<file path="config.mk">
export PLATFORM = sky130hd
export DESIGN_NAME = event_queue_subscriber_dispatch
export DESIGN_NICKNAME = d
export VERILOG_FILES = /design/src/rtl/core/eqsd_pkg.sv /design/src/rtl/core/eqsd_front.sv /design/src/rtl/core/eqsd_back.sv /design/src/rtl/core/event_queue_subscriber_dispatch.sv
export SDC_FILE = /design/constraint.sdc
export NUM_CORES = 1
export LEC_CHECK = 0
export ABC_AREA = 1
export ABC_CLOCK_PERIOD_IN_PS = 3300
export BUFFER_PORTS_ARGS = -buffer_cell sky130_fd_sc_hd__buf_4
export CAP_MARGIN = 20
export CORE_MARGIN = 5
export CORE_UTILIZATION = 50
export CTS_CLUSTER_DIAMETER = 200
export DETAILED_ROUTE_END_ITERATION = 12
export PLACE_DENSITY = 0.79
export SLEW_MARGIN = 20
export SYNTH_ARGS = -nofsm -noshare
export SYNTH_HDL_FRONTEND = slang
export SYNTH_SLANG_ARGS = --single-unit
</file>
<file path="constraint.sdc">
create_clock -name clk_i -period 3.3 [get_ports clk_i]
set_input_delay 0.495 -clock clk_i [delete_from_list [all_inputs] [get_ports clk_i]]
set_output_delay 0.495 -clock clk_i [all_outputs]
set_load 0.01 [all_outputs]
</file>
<file path="src/rtl/core/eqsd_pkg.sv">
package eqsd_pkg;

  localparam int DEF_QUEUE_DEPTH      = 4;
  localparam int DEF_SUBSCRIBER_SLOTS = 8;
  localparam int NUM_REGS             = 8;
  localparam int REG_IDX_W            = 3;
  localparam int CFG_IDX_W            = 4;
  localparam int SUB_MATCH_W          = 9;
  localparam int ID_W                 = 8;
  localparam int DATA_W               = 8;
  localparam int SUB_W                = 3;
  localparam int COUNT_W              = 6;
  localparam int PENDING_W            = 3;

  typedef enum logic {
    OP_PUBLISH  = 1'b0,
    OP_DISPATCH = 1'b1
  } op_e;

  typedef enum logic [1:0] {
    KIND_STATUS   = 2'd0,
    KIND_DELIVERY = 2'd1,
    KIND_DONE     = 2'd2
  } kind_e;

  typedef struct packed {
    logic              command;
    logic [ID_W-1:0]   evt_id;
    logic [DATA_W-1:0] payload;
  } eqsd_in_t;

  typedef struct packed {
    kind_e                kind;
    logic                 accepted;
    logic [SUB_W-1:0]     subscriber;
    logic [ID_W-1:0]      delivered_id;
    logic [DATA_W-1:0]    delivered_data;
    logic [COUNT_W-1:0]   delivered_count;
    logic [PENDING_W-1:0] pending;
    logic                 last;
  } eqsd_out_t;

  typedef struct packed {
    op_e               op;
    logic [ID_W-1:0]   evt_id;
    logic [DATA_W-1:0] payload;
  } eqsd_cmd_t;

endpackage

</file>
<file path="src/rtl/core/eqsd_front.sv">
module eqsd_front
  import eqsd_pkg::*;
(
  input  logic      clk_i,
  input  logic      rst_ni,
  input  logic      in_valid_i,
  output logic      in_stall_o,
  input  eqsd_in_t  in_data_i,
  output logic      cmd_valid_o,
  output eqsd_cmd_t cmd_o,
  input  logic      cmd_pop_i
);

  eqsd_cmd_t  fifo_q [2];
  eqsd_cmd_t  new_cmd;
  logic       wr_ptr_q, wr_ptr_d;
  logic       rd_ptr_q, rd_ptr_d;
  logic [1:0] cnt_q, cnt_d;
  logic       push;
  logic       pop;

  // decode the command into an operation
  always_comb begin
    new_cmd.op      = in_data_i.command ? OP_DISPATCH : OP_PUBLISH;
    new_cmd.evt_id  = in_data_i.evt_id;
    new_cmd.payload = in_data_i.payload;
  end

  assign in_stall_o  = (cnt_q == 2'd2);
  assign push        = in_valid_i && !in_stall_o;
  assign cmd_valid_o = (cnt_q != 2'd0);
  assign pop         = cmd_pop_i && cmd_valid_o;
  assign cmd_o       = fifo_q[rd_ptr_q];

  always_comb begin
    wr_ptr_d = push ? ~wr_ptr_q : wr_ptr_q;
    rd_ptr_d = pop ? ~rd_ptr_q : rd_ptr_q;
    cnt_d    = cnt_q + {1'b0, push} - {1'b0, pop};
  end

  always_ff @(posedge clk_i) begin
    if (push) begin
      fifo_q[wr_ptr_q] <= new_cmd;
    end
  end

  always_ff @(posedge clk_i or negedge rst_ni) begin
    if (!rst_ni) begin
      wr_ptr_q <= 1'b0;
      rd_ptr_q <= 1'b0;
      cnt_q    <= 2'd0;
    end else begin
      wr_ptr_q <= wr_ptr_d;
      rd_ptr_q <= rd_ptr_d;
      cnt_q    <= cnt_d;
    end
  end

endmodule

</file>
<file path="src/rtl/core/eqsd_back.sv">
module eqsd_back
  import eqsd_pkg::*;
#(
  parameter int QUEUE_DEPTH      = DEF_QUEUE_DEPTH,
  parameter int SUBSCRIBER_SLOTS = DEF_SUBSCRIBER_SLOTS
) (
  input  logic                         clk_i,
  input  logic                         rst_ni,
  input  logic                         cmd_valid_i,
  input  eqsd_cmd_t                    cmd_i,
  output logic                         cmd_pop_o,
  input  logic [NUM_REGS-1:0][SUB_MATCH_W-1:0] sub_match_i,
  output logic                         out_valid_o,
  input  logic                         out_stall_i,
  output eqsd_out_t                    out_data_o
);

  localparam int PTR_W  = (QUEUE_DEPTH > 1) ? $clog2(QUEUE_DEPTH) : 1;
  localparam int CNT_W  = $clog2(QUEUE_DEPTH + 1);
  localparam int SLOT_W = (SUBSCRIBER_SLOTS > 1) ? $clog2(SUBSCRIBER_SLOTS) : 1;
  localparam logic [CNT_W-1:0] CntFull = CNT_W'(QUEUE_DEPTH);
  localparam logic [PTR_W-1:0] PtrLast = PTR_W'(QUEUE_DEPTH - 1);

  typedef enum logic {
    ST_IDLE,
    ST_SCAN
  } state_e;

  state_e                      state_q, state_d;
  logic [ID_W+DATA_W-1:0]      ring_q [QUEUE_DEPTH];
  logic [PTR_W-1:0]            rd_ptr_q, rd_ptr_d;
  logic [PTR_W-1:0]            wr_ptr_q, wr_ptr_d;
  logic [CNT_W-1:0]            cnt_q, cnt_d;
  logic [SUBSCRIBER_SLOTS-1:0] served_q, served_d;
  logic [COUNT_W-1:0]          delivered_q, delivered_d;
  logic                        out_valid_q, out_valid_d;
  eqsd_out_t                   out_q, out_d;
  logic                        ring_we;
  logic                        out_free;
  logic [ID_W-1:0]             head_id;
  logic [DATA_W-1:0]           head_data;
  logic [SUBSCRIBER_SLOTS-1:0] match;
  logic [SUBSCRIBER_SLOTS-1:0] hit;
  logic [SUBSCRIBER_SLOTS-1:0] rest;
  logic [SLOT_W-1:0]           sel;

  function automatic logic [PTR_W-1:0] ptr_next(input logic [PTR_W-1:0] p);
    ptr_next = (p == PtrLast) ? '0 : p + PTR_W'(1);
  endfunction

  assign head_id   = ring_q[rd_ptr_q][ID_W+DATA_W-1:DATA_W];
  assign head_data = ring_q[rd_ptr_q][DATA_W-1:0];
  assign out_free  = !out_valid_q || !out_stall_i;

  always_comb begin
    for (int s = 0; s < SUBSCRIBER_SLOTS; s++) begin
      match[s] = sub_match_i[s][SUB_MATCH_W-1] && (sub_match_i[s][ID_W-1:0] == head_id);
    end
  end

  assign hit  = match & served_q;
  assign rest = hit & (hit - SUBSCRIBER_SLOTS'(1));

  // lowest slot still to be served
  always_comb begin
    sel = '0;
    for (int s = SUBSCRIBER_SLOTS - 1; s >= 0; s--) begin
      if (hit[s]) begin
        sel = SLOT_W'(s);
      end
    end
  end

  always_comb begin
    state_d     = state_q;
    rd_ptr_d    = rd_ptr_q;
    wr_ptr_d    = wr_ptr_q;
    cnt_d       = cnt_q;
    served_d    = served_q;
    delivered_d = delivered_q;
    out_valid_d = out_valid_q && out_stall_i;
    out_d       = out_q;
    cmd_pop_o   = 1'b0;
    ring_we     = 1'b0;
    case (state_q)
      ST_IDLE: begin
        if (cmd_valid_i) begin
          if (cmd_i.op == OP_PUBLISH) begin
            if (out_free) begin
              cmd_pop_o   = 1'b1;
              out_valid_d = 1'b1;
              out_d       = '0;
              out_d.kind  = KIND_STATUS;
              out_d.last  = 1'b1;
              if (cnt_q != CntFull) begin
                ring_we        = 1'b1;
                wr_ptr_d       = ptr_next(wr_ptr_q);
                cnt_d          = cnt_q + CNT_W'(1);
                out_d.accepted = 1'b1;
                out_d.pending  = PENDING_W'(cnt_q + CNT_W'(1));
              end else begin
                out_d.pending = PENDING_W'(cnt_q);
              end
            end
          end else begin
            cmd_pop_o   = 1'b1;
            state_d     = ST_SCAN;
            served_d    = '1;
            delivered_d = '0;
          end
        end
      end
      ST_SCAN: begin
        if (cnt_q == '0) begin
          if (out_free) begin
            out_valid_d           = 1'b1;
            out_d                 = '0;
            out_d.kind            = KIND_DONE;
            out_d.delivered_count = delivered_q;
            out_d.last            = 1'b1;
            state_d               = ST_IDLE;
          end
        end else if (hit == '0) begin
          rd_ptr_d = ptr_next(rd_ptr_q);
          cnt_d    = cnt_q - CNT_W'(1);
          served_d = '1;
        end else if (out_free) begin
          out_valid_d          = 1'b1;
          out_d                = '0;
          out_d.kind           = KIND_DELIVERY;
          out_d.subscriber     = SUB_W'(sel);
          out_d.delivered_id   = head_id;
          out_d.delivered_data = head_data;
          out_d.pending        = PENDING_W'(cnt_q - CNT_W'(1));
          delivered_d          = delivered_q + COUNT_W'(1);
          served_d             = served_q & ~(hit & ~rest);
          if (rest == '0) begin
            rd_ptr_d = ptr_next(rd_ptr_q);
            cnt_d    = cnt_q - CNT_W'(1);
            served_d = '1;
          end
        end
      end
      default: begin
        state_d = ST_IDLE;
      end
    endcase
  end

  always_ff @(posedge clk_i) begin
    if (ring_we) begin
      ring_q[wr_ptr_q] <= {cmd_i.evt_id, cmd_i.payload};
    end
  end

  always_ff @(posedge clk_i or negedge rst_ni) begin
    if (!rst_ni) begin
      state_q     <= ST_IDLE;
      rd_ptr_q    <= '0;
      wr_ptr_q    <= '0;
      cnt_q       <= '0;
      served_q    <= '1;
      delivered_q <= '0;
      out_valid_q <= 1'b0;
      out_q       <= '0;
    end else begin
      state_q     <= state_d;
      rd_ptr_q    <= rd_ptr_d;
      wr_ptr_q    <= wr_ptr_d;
      cnt_q       <= cnt_d;
      served_q    <= served_d;
      delivered_q <= delivered_d;
      out_valid_q <= out_valid_d;
      out_q       <= out_d;
    end
  end

  assign out_valid_o = out_valid_q;
  assign out_data_o  = out_q;

endmodule

</file>
<file path="src/rtl/core/event_queue_subscriber_dispatch.sv">
// publish status and dispatch results are registered, behind the two-entry command FIFO
// publish: one item per cycle sustained while the output is not stalled and no dispatch is running
// dispatch: a start step, a delivery per matching slot, a skip per unmatched queued event, then done
// subscriber matching is one compare per slot against the head of the event ring
// reset: pointers, counts and subscriber registers clear at once; event ring is not cleared
module event_queue_subscriber_dispatch
  import eqsd_pkg::*;
#(
  parameter int QUEUE_DEPTH      = DEF_QUEUE_DEPTH,
  parameter int SUBSCRIBER_SLOTS = DEF_SUBSCRIBER_SLOTS
) (
  input  logic                   clk_i,
  input  logic                   rst_ni,
  input  logic                   in_valid_i,
  output logic                   in_stall_o,
  input  eqsd_in_t               in_data_i,
  output logic                   out_valid_o,
  input  logic                   out_stall_i,
  output eqsd_out_t              out_data_o,
  input  logic                   cfg_valid_i,
  output logic                   cfg_ready_o,
  input  logic [CFG_IDX_W-1:0]   cfg_index_i,
  input  logic [SUB_MATCH_W-1:0] cfg_data_i
);

  logic [NUM_REGS-1:0][SUB_MATCH_W-1:0] sub_match_q;
  logic                                 cmd_valid;
  eqsd_cmd_t                            cmd;
  logic                                 cmd_pop;

  assign cfg_ready_o = 1'b1;

  always_ff @(posedge clk_i or negedge rst_ni) begin
    if (!rst_ni) begin
      sub_match_q <= '0;
    end else if (cfg_valid_i && (cfg_index_i < CFG_IDX_W'(NUM_REGS))) begin
      sub_match_q[cfg_index_i[REG_IDX_W-1:0]] <= cfg_data_i;
    end
  end

  eqsd_front u_front (
    .clk_i       (clk_i),
    .rst_ni      (rst_ni),
    .in_valid_i  (in_valid_i),
    .in_stall_o  (in_stall_o),
    .in_data_i   (in_data_i),
    .cmd_valid_o (cmd_valid),
    .cmd_o       (cmd),
    .cmd_pop_i   (cmd_pop)
  );

  eqsd_back #(
    .QUEUE_DEPTH      (QUEUE_DEPTH),
    .SUBSCRIBER_SLOTS (SUBSCRIBER_SLOTS)
  ) u_back (
    .clk_i       (clk_i),
    .rst_ni      (rst_ni),
    .cmd_valid_i (cmd_valid),
    .cmd_i       (cmd),
    .cmd_pop_o   (cmd_pop),
    .sub_match_i (sub_match_q),
    .out_valid_o (out_valid_o),
    .out_stall_i (out_stall_i),
    .out_data_o  (out_data_o)
  );

endmodule

</file>
### Yosys cells after proc, flatten, opt, wreduce, memory -nomap -nowiden

Memories as Yosys holds them, arrays and structs flattened.
Index checks and enable logic that the tools add are counted.

* register bits: 131
* bits in latches: 0
* memory bits (writable): 98
* ROM bits: 0
* bits of input ports: 35
* output and inout port bits: 35
* word-level logic and storage cells: 172
* memories kept: 2

Memories
* u_back.ring_q: words 4, bits a word 16, rd ports 1, clocked after memory_dff 0, write ports 1, line eqsd_back.sv:30 `logic [ID_W+DATA_W-1:0] ring_q [QUEUE_DEPTH];`
* u_front.fifo_q: words 2, bits a word 17, rd ports 1, clocked after memory_dff 0, write ports 1, line eqsd_front.sv:14 `eqsd_cmd_t fifo_q [2];`

* $add $sub $neg: 8
* multipliers: 0
* divide/modulo/power cells: 0
* magnitude comparators: 3
* equality and inequality tests: 22
* shift-type cells: 0
* mux-type cells: 71
* bitwise gates (word level): 11
* reduce and logical (&&, ||, !) cells: 29

Operators with widths (number)
* 32-bit two-way mux: 7
* 72-bit bitwise mux: 1
* 8-bit equality test: 8
* 32-bit one-hot mux with 2 select lines: 1
* 3-bit two-way mux: 16
* 8-bit two-way mux: 6
* 8-bit AND: 4
* 6-bit two-way mux: 5
* 9-bit demux with 3-bit select: 1
* 1-bit two-way mux: 23
* 8-bit logical NOT: 2
* 8-bit inverter: 2
* 8-bit one-hot mux with 2 select lines: 1
* 5-bit AND reduction: 3
* 1-bit logical AND: 13
* 3-bit inequality test (second input constant): 4
* 6-bit one-hot mux with 2 select lines: 1
* 2-bit two-way mux: 5
* 2-bit inequality test (second input constant): 5
* 9-bit two-way mux: 1
* 4-bit AND reduction: 2
* 8-bit by 1-bit subtractor with 8-bit output (second input constant): 1
* 6-bit by 1-bit adder with 6-bit output (second input constant): 1
* 2-bit equality test (second input constant): 3
* other kinds (17): 28

### Logic depth before layout (Yosys ltp)

An unclocked memory read counts as a cell.

* depth after elaboration: 16
* mapped depth: 23
* mapped depth without buffers: 20

### Modules after synthesis

From an unflattened synthesis, not the netlist that was laid out.

* cells, all modules: 1177
* area, all modules: 11024.3 sq um

Modules (own cells, without submodules)
* eqsd_back: instances 1, cells an instance 722, area an instance 6517.5 sq um, seq. area each 3308.2 sq um
* event_queue_subscriber_dispatch: instances 1, cells an instance 334, area an instance 3010.4 sq um, seq. area each 1801.7 sq um
* eqsd_front: instances 1, cells an instance 121, area an instance 1496.4 sq um, seq. area each 1121.1 sq um

### Worst setup path before layout

OpenSTA, ideal clock, no wires.

* path kind: register to register
* from: register u_front.rd_ptr_q
* to: memory u_back.ring_q[0][0] in the netlist's numbering, enable pin
* library setup time: 0.389 ns
* data arrival time: 2.222 ns
* data required time: 2.911 ns
* path slack: 0.689 ns
* stages on the path, launching flop included: 10
* buffers on the path: 1
* period minus slack after synthesis: 2.611 ns
* cells stage by stage: dfrtp_1 clkbuf_1 clkinv_1 nand2_1 nand2_1 nor2_1 inv_1 nor2_1 nand3_1 nor2_1

* word-level cells in the longest chain between the ends: 6

RTL lines
* start, declared: line eqsd_front.sv:17 `logic rd_ptr_q, rd_ptr_d;`
* start signal, assigned: line eqsd_front.sv:54 `rd_ptr_q <= rd_ptr_d;`
* memory read 2 x 17 bit
* 1-bit two-way mux: line eqsd_back.sv:88 `if (cmd_i.op == OP_PUBLISH) begin`
* 1-bit two-way mux: line eqsd_back.sv:87 `if (cmd_valid_i) begin`
* 1-bit two-way mux: line eqsd_back.sv:85 `case (state_q)`
* 1-bit two-way mux: line eqsd_back.sv:151 `if (ring_we) begin`
* 1-bit two-way mux (not written as such): line eqsd_back.sv:152 `ring_q[wr_ptr_q] <= {cmd_i.evt_id, cmd_i.payload};`
* end, declared: line eqsd_back.sv:30

No other way between the ends.

### Worst setup path after layout

* from: register u_back.rd_ptr_q[0]
* to: register u_back.out_q, in the netlist u_back.out_data_o[2]

* word-level cells in the longest chain between the ends: 7
* elaborated cells on any way between the ends: 21
* classes of those cells: eq/ne (9); bitwise (1); reduce/logical (10); memory (1)

RTL lines
* start, declared: line eqsd_back.sv:31 `logic [PTR_W-1:0] rd_ptr_q, rd_ptr_d;`
* start signal, assigned: line eqsd_back.sv:168 `rd_ptr_q <= rd_ptr_d;`
* memory read 4 x 16 bit *
* 8-bit equality test: line eqsd_back.sv:57 `match[s] = sub_match_i[s][SUB_MATCH_W-1] && (sub_match_i[s][ID_W-1:0] == head_id);`
* 1-bit logical AND: line eqsd_back.sv:57
* 8-bit AND *: line eqsd_back.sv:61 `assign hit = match & served_q;`
* 8-bit logical NOT *: line eqsd_back.sv:123 `end else if (hit == '0) begin`
* 3-bit inequality test (no source line) *
* 5-bit AND reduction (no source line) *
* end signal, assigned: line eqsd_back.sv:174 `out_q <= out_d;`
* end, declared: line eqsd_back.sv:37 `eqsd_out_t out_q, out_d;`

Every way passes the cells marked *; elsewhere a longest branch is shown, timed or not.
A chain may end at the register's enable or synchronous reset.

==> flow_summary.json <==
{
  "p_leak_nw": 6.042,
  "avgRoutedWirePerCell_um": 16.69,
  "swShare_pct": 40.68,
  "netlist_instances": 1227,
  "drt_iter0_markers": 780,
  "power_density_nw_per_um2": 894.0,
  "core_area_um2": 21890,
  "root_buffer": "clkbuf_16",
  "die_x_um": 159.4,
  "cts_buffer_depth": 3,
  "synthTopCellsByArea": "dfrtp_1 (28%), edfxtp_1 (26%), nand2_1 (14%)",
  "pwr-share-comb_pct": 40.1,
  "cts_tree": "built",
  "io_buffers": 68,
  "vdd.ir_drop.worst_mv": 0.5627,
  "nNetsFinal": 1354,
  "drv_cap": 0,
  "drt_first_pass_iters": 6,
  "fin_crit_sh_pct": 91.51,
  "viasPerCell": 5.364,
  "period_minus_slack_ns": 3.020,
  "ys_ff_latch": 229,
  "grt_antenna_before_repair": 0,
  "num_io_pins": 70,
  "synth_edf_count": 98,
  "cp.arrival_ns": 3.43,
  "path_class": "flop to flop",
  "num_antenna_cells": 0,
  "hold_path_class": "input pin to flop",
  "cp-end-kind": "flop",
  "dp_hpwl_mm": 19.02,
  "totalPowerFinal_mw": 11.44,
  "clkPwrFrac_pct": 24.9,
  "synth_common_cells": "nand2_1 (404), dfrtp_1 (123), nor2_1 (102)",
  "gp_congestion": 0.9028,
  "async_flop_share_pct": 57.21,
  "drc": 0,
  "area_delta_synth_final_pct": 14.60,
  "yosysTopAreaCellShare_pct": 27.57,
  "clk_latency_ns": 0.53,
  "synthesis.area_um2": 11160,
  "finClkSkew_ns": 0.01851,
  "die_area_um2": 25420,
  "yosysTopAreaCell": "dfrtp_1",
  "seq_area_frac_synth_pct": 55.81,
  "grt-ovfl-total": 0,
  "internal_power_mw": 6.785,
  "tightest_slew_ns": 0.7507,
  "grt_first_pass_wirelength_mm": 43.99,
  "grt_util_all_layers_pct": 20.99,
  "setup_tns_ns": 0,
  "synth_area_per_cell_um2": 9.099,
  "path_max_fanout": 32,
  "num_rows": 54,
  "synth.distinct_cells": 48,
  "synthFlopType": "dfrtp_1",
  "seqPwrFrac_pct": 35.0,
  "hold_viol_final": 0,
  "maxSlewViolCount": 0,
  "drt_wl_total_mm": 26.79,
  "critPathLaunchType": "flop",
  "cp.required_ns": 3.71,
  "max_freq_mhz": 331.1,
  "max_slew_margin_pct": 49.81,
  "initial_core_util_pct": 51.00,
  "htree_num_levels": 1,
  "grt_max_degree": 74,
  "clkTransAtPathRegs_ns": 0.06,
  "ys_warn_count": 0,
  "die_h_um": 159.4,
  "grt_pass1_vias": 8559,
  "numCtsBuffers": 25,
  "setup_viol": 0,
  "synth_nets": 1275,
  "yosysMostFrequentCell": "nand2_1",
  "drtAntennaViolNets": 0,
  "p_sw_mw": 4.653,
  "rsz0062_at_grt": "no",
  "run_status": "complete, no violations",
  "route.vias.total": 8610,
  "drive_gt1_share_pct": 16.23,
  "clkSinkCount": 229
}
-- worst max-delay path, stage by stage (launching register included) --
cell and delay (ns):
dfrtp_1 0.42, buf_4 0.20, nand2_1 0.07, nand3_1 0.31
nand2_4 0.32, inv_2 0.07, nand2_1 0.06, nand2_1 0.04
nor2_1 0.12, nand3b_1 0.09, nor2_1 0.22, inv_2 0.09
nand2_4 0.11, nor2_8 0.05, nand3_4 0.08, nand2_4 0.21
inv_2 0.18, nand3_1 0.10, o21a_1 0.12
-- state kept, by name (all words and copies together) (netlist names), 2 cells and up --
register,cells
u_front.cnt_q,2
sub_match_q,72
u_back.cnt_q,3
u_back.wr_ptr_q,2
u_back.rd_ptr_q,2
u_back.served_q,8
u_back.delivered_q,6
u_back.ring_q,64
u_front.fifo_q,34
u_back.out_data_o,32
-- final cells by class --
class	instances	area, µm²
Multi-Input combinational cell	861	4307
Clock buffer	30	664.4
Inverter	102	385.4
Clock inverter	16	185.2
Timing Repair Buffer	87	671.9
Fill cell	1858	9096
Sequential cell	229	6231
Tap cell	280	350.3
-- layer usage --
metal | vias to the layer above | wire, µm | GRT usage (%)
li1 | 4176 | - | -
met1 | 4003 | 11140 | 27.81
met2 | 337 | 12520 | 34.46
met3 | 94 | 1915 | 3.598
met4 | 0 | 1209 | 8.569
met5 | - | 0 | 0
-- metrics by stage --
stage	util (%)	instance area [µm²]	cells	hold slack, ns	setup WS [ns]
floorplan	-	11160	1227	0.1994	0.6891
global placement	54.44	11920	1557	0.4644	0.3183
detailed placement	54.44	11920	1557	0.4658	0.2782
CTS	58.37	12780	1604	0.1229	0.2453
global route	58.45	12790	1605	0.1189	0.01148
finish	58.45	12790	1605	0.1451	0.2801
-- cell usage in the layout, fill, tap and decap left out, types with 14 or more instances in the layout --
master and count:
clkbuf_16 25, o21ai_0 92, nand2_2 15, edfxtp_1 98, nand3b_1 14, nor2_1 102
buf_4 84, nand4_1 15, a21oi_1 15, inv_1 88, nand2_1 404, nand3_1 72
xor2_1 14, dfrtp_1 123
-- path summary, 6_finish.rpt --
path                                             startpoint                               end  slack (ns)  depth (start not counted)
hold reg to reg            u_back.out_data_o[9]$_DFFE_PN0P_  u_back.out_data_o[9]$_DFFE_PN0P_        0.48                          2
min in group asynchronous                            rst_ni       sub_match_q[51]$_DFFE_PN0P_        0.54                          2
setup / recovery             u_back.rd_ptr_q[0]$_DFFE_PN0P_  u_back.out_data_o[2]$_DFFE_PN0P_        0.28                         18
setup reg to reg             u_back.rd_ptr_q[0]$_DFFE_PN0P_  u_back.out_data_o[2]$_DFFE_PN0P_        0.28                         18
hold / removal                                in_data_i[13]   u_front.fifo_q[1][13]$_DFFE_PP_        0.15                          1
max in group asynchronous                            rst_ni    u_back.served_q[3]$_DFFE_PN1P_        1.90                          3
-- what timing repair did --
item	4_1_cts	5_1_grt
setup buffers	0	0
resized for setup	0	2
endpoints found under the hold margin	2	0
hold buffers	1	0
setup endpoints to repair	0	1
-- power groups by stage --
stage | logic [mW] | clock network [mW] | registers [mW]
finish | 4.59 | 2.85 | 4.01
global route | 5.13 | 3.02 | 4.06
CTS | 4.53 | 2.90 | 4.00
detailed placement | 4.50 | 0 | 4.04
global placement | 4.39 | 0 | 4.03
floorplan | 3.44 | 0 | 3.98
-- cells by family (layout without fill, tap and decap cells) --
| kind of cell | Yosys count | count (layout) | share of synthesized area, % |
|---|---|---|---|
| adders and majority gates | 13 | 13 | 1.457 |
| AOI/OAI and AO/OA | 144 | 144 | 7.128 |
| buffers and inverters | 137 | 235 | 5.704 |
| other | 1 | 1 | 0.03359 |
| and+or+nand+nor | 686 | 686 | 28.53 |
| xor gates and xnor gates | 17 | 17 | 1.334 |
| DFF | 229 | 229 | 55.81 |
No activity file was read; power rests on OpenSTA's default activity.
